==> config.mk <==
export PLATFORM = sky130hd
export DESIGN_NAME = bitmap_page_frame_allocator_unit
export DESIGN_NICKNAME = d
export VERILOG_FILES = /design/src/sv/bpfa_pkg.sv /design/src/sv/bpfa_map_ram.sv /design/src/sv/bpfa_engine.sv /design/src/sv/bitmap_page_frame_allocator_unit.sv
export SDC_FILE = /design/constraint.sdc
export NUM_CORES = 2
export LEC_CHECK = 0
export BUFFER_PORTS_ARGS = -buffer_cell sky130_fd_sc_hd__buf_2
export CAP_MARGIN = 0
export CORE_ASPECT_RATIO = 1.1
export CORE_MARGIN = 5
export CORE_UTILIZATION = 35
export CTS_BUF_LIST = sky130_fd_sc_hd__clkbuf_4 sky130_fd_sc_hd__clkbuf_8
export DETAILED_ROUTE_END_ITERATION = 8
export PLACE_DENSITY = 0.46
export SYNTH_ARGS = -nofsm -noshare
export SYNTH_HDL_FRONTEND = slang
export SYNTH_SLANG_ARGS = --single-unit
export TNS_END_PERCENT = 50
==> constraint.sdc <==
create_clock -name clk -period 20.1 [get_ports clk]
set_input_delay 1.005 -clock clk [delete_from_list [all_inputs] [get_ports clk]]
set_output_delay 1.005 -clock clk [all_outputs]
set_load 0.02 [all_outputs]
==> src/sv/bpfa_pkg.sv <==
// Shared constants and types for the bitmap page-frame allocator.
package bpfa_pkg;

  // Process slots follow from the width of the pid field.
  localparam int PID_W      = 3;
  localparam int SLOTS      = 1 << PID_W;

  // Virtual pages per slot; one mask bit per page.
  localparam int VPAGES     = 64;
  localparam int VP_W       = $clog2(VPAGES);

  // Physical frames and the widths that follow from them.
  localparam int FRAMES     = 64;
  localparam int FRAME_W    = $clog2(FRAMES);
  localparam int FREE_W     = $clog2(FRAMES + 1);
  localparam int PAGE_SHIFT = 12;

  // Page map entry: top bit is the valid flag, the rest is the frame.
  localparam int MAP_W      = FRAME_W + 1;
  localparam int MAP_DEPTH  = SLOTS * VPAGES;
  localparam int MAP_AW     = PID_W + VP_W;

  // Field widths of the stream words.
  localparam int SIZE_W     = 32;
  localparam int MASK_W     = 64;
  localparam int FFREE_W    = 7;
  localparam int OCC_W      = 64;
  localparam int KIND_W     = 2;
  localparam int NEED_W     = SIZE_W + 1;

  localparam int S_TDATA_W  = ((PID_W + SIZE_W + MASK_W + 7) / 8) * 8;
  localparam int M_TDATA_W  = ((MASK_W + FFREE_W + OCC_W + 7) / 8) * 8;

  typedef enum logic [KIND_W-1:0] {
    KIND_CREATE = 2'd0,
    KIND_CLEAN  = 2'd1,
    KIND_ALLOC  = 2'd2,
    KIND_FREE   = 2'd3
  } kind_t;

  typedef struct packed {
    kind_t              kind;
    logic [PID_W-1:0]   pid;
    logic [SIZE_W-1:0]  alloc_size;
    logic [MASK_W-1:0]  release_mask;
  } req_t;

  typedef struct packed {
    logic               ok;
    logic [MASK_W-1:0]  page_mask;
    logic [FFREE_W-1:0] free_frames;
    logic [OCC_W-1:0]   occupancy;
  } res_t;

  // Access to the page map: one write port and one read port per cycle.
  typedef struct packed {
    logic              we;
    logic [MAP_AW-1:0] waddr;
    logic [MAP_W-1:0]  wdata;
    logic [MAP_AW-1:0] raddr;
  } map_req_t;

endpackage

==> src/sv/bpfa_map_ram.sv <==
// Page map storage: one entry per slot and virtual page, registered read.
module bpfa_map_ram (
  input  logic                        clk,
  input  bpfa_pkg::map_req_t          req,
  output logic [bpfa_pkg::MAP_W-1:0]  rdata
);

  logic [bpfa_pkg::MAP_W-1:0] mem [bpfa_pkg::MAP_DEPTH];

  // Write port.
  always_ff @(posedge clk) begin
    if (req.we) begin
      mem[req.waddr] <= req.wdata;
    end
  end

  // Read port, registered.
  always_ff @(posedge clk) begin
    rdata <= mem[req.raddr];
  end

endmodule

==> src/sv/bpfa_engine.sv <==
// Request sequencer: walks one slot's row of the page map, one entry per cycle
// unless stalled; keeps frame bitmap, free count, scan pointer and slot flags.
module bpfa_engine (
  input  logic                        clk,
  input  logic                        rst,
  input  logic                        in_valid,
  output logic                        in_ready,
  input  bpfa_pkg::req_t              in_req,
  output logic                        res_valid,
  input  logic                        res_ready,
  output bpfa_pkg::res_t              res,
  output bpfa_pkg::map_req_t          map_req,
  input  logic [bpfa_pkg::MAP_W-1:0]  map_rdata
);

  typedef enum logic [4:0] {
    ST_IDLE   = 5'b00001,
    ST_PREP   = 5'b00010,
    ST_CREATE = 5'b00100,
    ST_WALK   = 5'b01000,
    ST_DONE   = 5'b10000
  } state_t;

  state_t                            state, state_next;
  logic [bpfa_pkg::SLOTS-1:0]        slot_live, slot_live_next;
  logic [bpfa_pkg::FRAMES-1:0]       frame_bits, frame_bits_next;
  logic [bpfa_pkg::FREE_W-1:0]       free_total, free_total_next;
  logic [bpfa_pkg::FREE_W-1:0]       scan_ptr, scan_ptr_next;

  bpfa_pkg::req_t                    req_r, req_next;
  logic [bpfa_pkg::VP_W-1:0]         vp, vp_next;
  logic [bpfa_pkg::FREE_W-1:0]       need, need_next;
  logic [bpfa_pkg::MASK_W-1:0]       mask, mask_next;
  logic                              ok_r, ok_next;

  logic                              entry_valid;
  logic [bpfa_pkg::FRAME_W-1:0]      entry_frame;
  logic                              last_vp;
  logic                              scan_in_range;
  logic [bpfa_pkg::FRAME_W-1:0]      scan_idx;
  logic [bpfa_pkg::NEED_W-1:0]       need_full;
  logic                              do_release;

  // Decode of the entry read in the previous cycle.
  assign entry_valid   = map_rdata[bpfa_pkg::MAP_W-1];
  assign entry_frame   = map_rdata[bpfa_pkg::FRAME_W-1:0];
  assign last_vp       = (vp == bpfa_pkg::VP_W'(bpfa_pkg::VPAGES - 1));
  assign scan_in_range = (scan_ptr < bpfa_pkg::FREE_W'(bpfa_pkg::FRAMES));
  assign scan_idx      = scan_ptr[bpfa_pkg::FRAME_W-1:0];

  // Pages needed by an alloc, rounded up; only meaningful for a nonzero size.
  assign need_full = ((bpfa_pkg::NEED_W'(req_r.alloc_size) - bpfa_pkg::NEED_W'(1))
                      >> bpfa_pkg::PAGE_SHIFT) + bpfa_pkg::NEED_W'(1);

  assign in_ready  = (state == ST_IDLE);
  assign res_valid = (state == ST_DONE);

  assign res.ok          = ok_r;
  assign res.page_mask   = mask;
  assign res.free_frames = bpfa_pkg::FFREE_W'(free_total);
  assign res.occupancy   = bpfa_pkg::OCC_W'(frame_bits);

  // Next-state logic. The write of one entry and the read of the next never
  // hit the same address, so the map needs no forwarding.
  always_comb begin
    state_next      = state;
    slot_live_next  = slot_live;
    frame_bits_next = frame_bits;
    free_total_next = free_total;
    scan_ptr_next   = scan_ptr;
    req_next        = req_r;
    vp_next         = vp;
    need_next       = need;
    mask_next       = mask;
    ok_next         = ok_r;
    do_release      = 1'b0;
    map_req.we      = 1'b0;
    map_req.waddr   = {req_r.pid, vp};
    map_req.wdata   = '0;

    case (state)
      ST_IDLE: begin
        if (in_valid) begin
          req_next   = in_req;
          vp_next    = '0;
          mask_next  = '0;
          ok_next    = 1'b0;
          state_next = ST_PREP;
        end
      end

      ST_PREP: begin
        case (req_r.kind)
          bpfa_pkg::KIND_CREATE: begin
            state_next = slot_live[req_r.pid] ? ST_DONE : ST_CREATE;
          end
          bpfa_pkg::KIND_ALLOC: begin
            if (!slot_live[req_r.pid] || (req_r.alloc_size == '0) ||
                (need_full > bpfa_pkg::NEED_W'(free_total))) begin
              state_next = ST_DONE;
            end else begin
              need_next  = need_full[bpfa_pkg::FREE_W-1:0];
              state_next = ST_WALK;
            end
          end
          default: begin
            state_next = slot_live[req_r.pid] ? ST_WALK : ST_DONE;
          end
        endcase
      end

      // Clearing sweep over the new slot's row.
      ST_CREATE: begin
        map_req.we = 1'b1;
        vp_next    = vp + bpfa_pkg::VP_W'(1);
        if (last_vp) begin
          slot_live_next[req_r.pid] = 1'b1;
          ok_next                   = 1'b1;
          state_next                = ST_DONE;
        end
      end

      ST_WALK: begin
        case (req_r.kind)
          bpfa_pkg::KIND_CLEAN, bpfa_pkg::KIND_FREE: begin
            do_release = entry_valid &&
                         ((req_r.kind == bpfa_pkg::KIND_CLEAN) || req_r.release_mask[vp]);
            map_req.we = do_release;
            vp_next    = vp + bpfa_pkg::VP_W'(1);
            if (last_vp) begin
              ok_next    = 1'b1;
              state_next = ST_DONE;
            end
          end
          bpfa_pkg::KIND_ALLOC: begin
            if (entry_valid) begin
              // Page already mapped: move on to the next one.
              vp_next = vp + bpfa_pkg::VP_W'(1);
              if (last_vp) begin
                state_next = ST_DONE;
              end
            end else if (!scan_in_range) begin
              scan_ptr_next = '0;
            end else if (frame_bits[scan_idx]) begin
              // Frame taken: step the scan pointer and read this page again.
              scan_ptr_next = scan_ptr + bpfa_pkg::FREE_W'(1);
            end else begin
              // Map this page to the free frame under the scan pointer.
              frame_bits_next[scan_idx] = 1'b1;
              free_total_next = free_total - bpfa_pkg::FREE_W'(1);
              map_req.we      = 1'b1;
              map_req.wdata   = {1'b1, scan_idx};
              mask_next[vp]   = 1'b1;
              ok_next         = 1'b1;
              scan_ptr_next   = scan_ptr + bpfa_pkg::FREE_W'(1);
              need_next       = need - bpfa_pkg::FREE_W'(1);
              vp_next         = vp + bpfa_pkg::VP_W'(1);
              if (last_vp || (need == bpfa_pkg::FREE_W'(1))) begin
                state_next = ST_DONE;
              end
            end
          end
          default: begin
            state_next = ST_DONE;
          end
        endcase
      end

      ST_DONE: begin
        if (res_ready) begin
          state_next = ST_IDLE;
        end
      end

      default: begin
        state_next = ST_IDLE;
      end
    endcase

    // Release of the frame held by the current entry.
    if (do_release) begin
      frame_bits_next[entry_frame] = 1'b0;
      free_total_next = free_total + bpfa_pkg::FREE_W'(1);
      if (bpfa_pkg::FREE_W'(entry_frame) < scan_ptr) begin
        scan_ptr_next = bpfa_pkg::FREE_W'(entry_frame);
      end
    end

    // The read address follows the page the walk looks at in the next cycle.
    map_req.raddr = {req_r.pid, vp_next};
  end

  // Control and allocator state.
  always_ff @(posedge clk) begin
    if (rst) begin
      state      <= ST_IDLE;
      slot_live  <= '0;
      frame_bits <= '0;
      free_total <= bpfa_pkg::FREE_W'(bpfa_pkg::FRAMES);
      scan_ptr   <= '0;
    end else begin
      state      <= state_next;
      slot_live  <= slot_live_next;
      frame_bits <= frame_bits_next;
      free_total <= free_total_next;
      scan_ptr   <= scan_ptr_next;
    end
  end

  // Per-request working registers.
  always_ff @(posedge clk) begin
    req_r <= req_next;
    vp    <= vp_next;
    need  <= need_next;
    mask  <= mask_next;
    ok_r  <= ok_next;
  end

endmodule

==> src/sv/bitmap_page_frame_allocator_unit.sv <==
// Channel  Dir  Accept on            Contents
// s_*      in   s_tvalid & s_tready  tuser: kind; tdata: pid, alloc_size, release_mask
// m_*      out  m_tvalid & m_tready  tuser: ok; tdata: page_mask, free_frames, occupancy
//
// One request is in work at a time. A request that fails its check (dead or
// live slot as the kind requires, zero or oversized alloc) goes straight to
// its result without a walk. Create, clean and free walk the slot's 64 map
// entries at one entry a cycle through the page map RAM. Alloc looks at the
// slot's pages in order and steps the scan pointer over occupied frames to a
// free one for each unmapped page. Reset is synchronous and needs no clearing
// pass: create sweeps its own row of the map. A result waits in an output
// register, and the next word is taken while it waits; the block stalls only
// when a second result is ready before the first is taken.
module bitmap_page_frame_allocator_unit (
  input  logic                            clk,
  input  logic                            rst,
  input  logic                            s_tvalid,
  output logic                            s_tready,
  // [2:0] pid, [34:3] alloc_size, [98:35] release_mask, rest zero
  input  logic [bpfa_pkg::S_TDATA_W-1:0]  s_tdata,
  // [1:0] kind
  input  logic [bpfa_pkg::KIND_W-1:0]     s_tuser,
  output logic                            m_tvalid,
  input  logic                            m_tready,
  // [63:0] page_mask, [70:64] free_frames, [134:71] occupancy, rest zero
  output logic [bpfa_pkg::M_TDATA_W-1:0]  m_tdata,
  // [0] ok
  output logic [0:0]                      m_tuser
);

  localparam int SIZE_LO = bpfa_pkg::PID_W;
  localparam int MASK_LO = SIZE_LO + bpfa_pkg::SIZE_W;
  localparam int OUT_USED = bpfa_pkg::MASK_W + bpfa_pkg::FFREE_W + bpfa_pkg::OCC_W;

  bpfa_pkg::req_t                  in_req;
  bpfa_pkg::res_t                  res;
  bpfa_pkg::res_t                  out_res;
  bpfa_pkg::map_req_t              map_req;
  logic [bpfa_pkg::MAP_W-1:0]      map_rdata;
  logic                            res_valid;
  logic                            res_ready;

  // Unpack the input word.
  assign in_req.kind         = bpfa_pkg::kind_t'(s_tuser);
  assign in_req.pid          = s_tdata[bpfa_pkg::PID_W-1:0];
  assign in_req.alloc_size   = s_tdata[SIZE_LO +: bpfa_pkg::SIZE_W];
  assign in_req.release_mask = s_tdata[MASK_LO +: bpfa_pkg::MASK_W];

  bpfa_engine u_engine (
    .clk       (clk),
    .rst       (rst),
    .in_valid  (s_tvalid),
    .in_ready  (s_tready),
    .in_req    (in_req),
    .res_valid (res_valid),
    .res_ready (res_ready),
    .res       (res),
    .map_req   (map_req),
    .map_rdata (map_rdata)
  );

  bpfa_map_ram u_map (
    .clk   (clk),
    .req   (map_req),
    .rdata (map_rdata)
  );

  // Output register: loads when empty or when its word is being taken.
  assign res_ready = !m_tvalid || m_tready;

  always_ff @(posedge clk) begin
    if (rst) begin
      m_tvalid <= 1'b0;
    end else if (res_ready) begin
      m_tvalid <= res_valid;
    end
  end

  always_ff @(posedge clk) begin
    if (res_ready && res_valid) begin
      out_res <= res;
    end
  end

  // Pack the output word.
  assign m_tuser = out_res.ok;
  assign m_tdata = {(bpfa_pkg::M_TDATA_W - OUT_USED)'(0), out_res.occupancy,
                    out_res.free_frames, out_res.page_mask};

endmodule

==> impl_metrics.ini <==
[power]
p_leak_nw = 56.0
p_sw_frac = 0.267
switchingPower_mw = 4.78
p_int_mw = 13.1
pwr_density_cell_nw_per_um2 = 97.9
seqPwrFrac = 0.510
ir_drop_uv = 78.9
clock_power_share = 0.396
combPwrFrac = 0.094

[cts]
cts_resized = 0
cts_tree = done
root_buffer = clkbuf_8
cts_buffers = 666
clk_path_buf_depth = 4
clock_sinks = 3998
cts_max_level = 6
cts.reportedPaths.clkPinSlew_ns = 0.06
insertion_delay_ns = 1.30
cts_setup_buffers = 0

[floorplanning]
design.core.area_um2 = 455000
io_pins = 249
initial_core_util = 0.351
dieArea_um2 = 470000
die_h_um = 719
row_count = 260
dieWidth_um = 654

[critical_path]
r2r_cells = 19
reg2reg_slack_ns = 10.53
cp_slowest_cell = nor4b_2
r2r_end = u_map.rdata[6]
path_common_cell = buf_4
endpoint_kind = register
crit_chain = nand2_1 -> nor2_1 -> inv_1 -> o211ai_1 -> nor4_1 -> buf_4 -> o2111a_4 -> inv_8 -> buf_12 -> buf_12 -> buf_4 -> buf_4 -> mux2i_1 -> a32oi_1 -> a21o_1 -> nand4_1 -> o211ai_1 -> nor4b_2 -> nand4_1
arrival_ns = 10.71
start_kind = register
path_class = reg -> reg
worst-path-buf-inv = 7
critPathMaxFanout = 120
critPathTopFamily = buffers and inverters
critical-path-max-stage-delay_ns = 1.01
crit-reg2reg-launch = u_engine.scan_ptr[4]
critPathRequiredTime_ns = 21.24

[routing]
post_drt_wl_per_cell_um = 33.2
drc = 2
drtIter0Drc = 12900
ant_nets = 0
num_vias = 108000
vias_per_cell = 5.72
totalWireLength_um = 624000
dr.pass1.iters = 8

[global_route]
grt_pass1_vias = 103000
grt_usage = 0.256
grt_max_degree = 205
top_usage_layer = met2
use_met1 = 0.343
grt-ovfl-total = 0
grtUsageMet2 = 0.405
grt_pass1_wl_um = 847000
met3_usage = 0.0490
antenna_found_initial = 67

[timing]
final_hold_viol_count = 0
clock_skew_ns = 0.0959
tns_ns = 0
fin_ws_ns = 10.53
final.period_utilization = 0.476
worstMarginPinSlew_ns = 1.56
rsz0062_at_grt = false
setup_violations = 0
fin_crit_ns = 9.57
fmax_mhz = 105
slew_headroom = -0.0488
drv_slew = 8

[min_path]
min_from = m_tready
min_delay_worst_endpoint = m_tvalid
hp-class = in -> reg
whs_path_depth = 3

[place]
numPortBuffers = 242
place_congestion = 0.866
pre_cts_slack_ns = 10.69
place_hpwl_um = 373000

[yosys]
synth_top_family_by_area = simple AND/OR/NAND/NOR gates
synthesis.nets = 11800
avgSynthCellArea_um2 = 13.7
synthAdderAreaFrac = 0.00208
synth_xor_xnor_area_share = 0.00121
ys.warnings.count = 0
postSynthRegisterBits = 3998
ys_types = 99
syn_inst = 11700
ys_seq_area_frac = 0.745
async_flop_share = 0
netlist_area_um2 = 160000
synth_edf_count = 3893
synthSimpleGateAreaFrac = 0.123
synth_ff_type = edfxtp_1
synth_mux_area_frac = 0.0317
synth_compound_area_frac = 0.0742

[layout]
final_cell_mix = edfxtp_1, nand2_1, nor2_1
nNetsFinal = 12400
final_common_cell = edfxtp_1
syn2layout_area_growth_pct = 14.2
fin_util = 0.401
drive_gt1_frac = 0.138

[outcome]
violations = DRC, capacitance limit, slew limit
outcome = finished, violations left

[run]
maxCapViolations = 3
final cells by class:
| class | count | area (µm²) |
|---|---|---|
| antenna | 48 | 120 |
| inverter | 39 | 199 |
| tap | 6026 | 7540 |
| timing repair buffer | 699 | 5190 |
| fill | 42700 | 273000 |
| clock buffer | 889 | 11000 |
| clock inverter | 289 | 1750 |
| multi-input combinational | 6839 | 37700 |
| sequential | 3998 | 119000 |
layer usage:
layer  vias to the layer above  share of wire
li1                      45300              -
met1                     55500           0.40
met2                      5687           0.46
met3                      1110          0.087
met4                        30          0.048
met5                         -        0.00029
cells in the mapped netlist (all sizes together), types with 15 or more instances:
| library cell | number | share of area |
|---|---|---|
| a2111oi | 27 | 0.0015 |
| a211oi | 139 | 0.0066 |
| a21o | 24 | 0.0011 |
| a21oi | 477 | 0.015 |
| a221oi | 70 | 0.0038 |
| a22o | 19 | 0.0010 |
| a22oi | 66 | 0.0031 |
| a311oi | 75 | 0.0041 |
| a31oi | 196 | 0.0077 |
| a32o | 31 | 0.0019 |
| a32oi | 211 | 0.012 |
| and2 | 19 | 0.00074 |
| and3 | 163 | 0.0064 |
| buf | 488 | 0.015 |
| clkbuf | 301 | 0.0071 |
| dfxtp | 105 | 0.013 |
| edfxtp | 3893 | 0.73 |
| ha | 25 | 0.0020 |
| inv | 35 | 0.00082 |
| mux2 | 23 | 0.0016 |
| mux2i | 464 | 0.029 |
| nand2 | 2580 | 0.061 |
| nand3 | 714 | 0.022 |
| nand4 | 93 | 0.0037 |
| nor2 | 754 | 0.018 |
| nor2b | 15 | 0.00059 |
| nor3 | 89 | 0.0029 |
| nor3b | 20 | 0.00097 |
| nor4 | 48 | 0.0019 |
| o2111ai | 30 | 0.0016 |
| o211ai | 26 | 0.0012 |
| o21ai | 111 | 0.0035 |
| o22ai | 66 | 0.0026 |
| or3 | 15 | 0.00059 |
| or4 | 17 | 0.00080 |
worst max path at each step:
stage / from / end / cells past startpoint
CTS: u_engine.scan_ptr[4] / u_map.rdata[6] / 19
global route: u_engine.scan_ptr[4] / u_map.rdata[6] / 19
floorplan: u_engine.scan_ptr[0] / u_map.mem[0][0] / 8
global placement: u_engine.scan_ptr[4] / u_map.rdata[6] / 19
detailed placement: u_engine.scan_ptr[4] / u_map.rdata[6] / 19
finish: u_engine.scan_ptr[4] / u_map.rdata[6] / 19
flip-flops by register name, indices dropped and copies added, names as in the netlist, 6 cells and up:
| register | cells |
|---|---|
| u_engine.need | 7 |
| u_map.rdata | 7 |
| u_engine.free_total | 7 |
| u_map.mem | 3584 |
| u_engine.vp | 6 |
| u_engine.frame_bits | 64 |
| u_engine.mask | 64 |
| u_engine.req_r | 98 |
| u_engine.scan_ptr | 7 |
| m_tdata | 135 |
| u_engine.slot_live | 8 |
cell families (layout without fill, tap and decap cells):
group / after synthesis / count (layout)
buf+inv: 828 / 1916
simple gates: 4592 / 4592
fa+ha+maj: 26 / 26
compound gates: 1704 / 1704
other cells: 1 / 49
flops: 3998 / 3998
xor+xnor: 22 / 22
mux: 494 / 494
worst reg2reg max path: stages, from the launching register on:
cell      delay (ns)
dfxtp_1         0.61
nand2_1         0.14
nor2_1          0.78
inv_1           0.15
o211ai_1        0.76
nor4_1          0.15
buf_4           0.21
o2111a_4        0.45
inv_8           0.42
buf_12          0.38
buf_12          0.62
buf_4           1.09
buf_4           0.72
mux2i_1         0.36
a32oi_1         0.14
a21o_1          0.23
nand4_1         0.45
o211ai_1        0.55
nor4b_2         1.02
nand4_1         0.19
power groups by stage:
stage	logic [mW]	clock network [mW]	registers [mW]
CTS	1.65	7.19	9.11
detailed placement	1.63	0	9.28
global placement	1.62	0	9.28
finish	1.68	7.07	9.11
global route	1.69	7.57	9.11
floorplan	0.736	0	9.25
metrics by stage:
step           instance area, µm²  hold slack (ns)  power [mW]  instances
6_report                   182000            0.196        17.9      18800
5_1_grt                    182000            0.132        18.4      18800
4_1_cts                    182000           0.0434        18.0      18800
3_5_place_dp               169000            0.425        10.9      17500
3_3_place_gp               169000            0.420        10.9      17500
2_1_floorplan              160000            0.408        9.98      11700
repair_timing:
item | in CTS | in global routing
hold buffers | 102 | 0
hold endpoints to repair | 103 | 0
setup endpoints to repair | 0 | 0
Note: power is estimated with default switching activity, not from simulation.
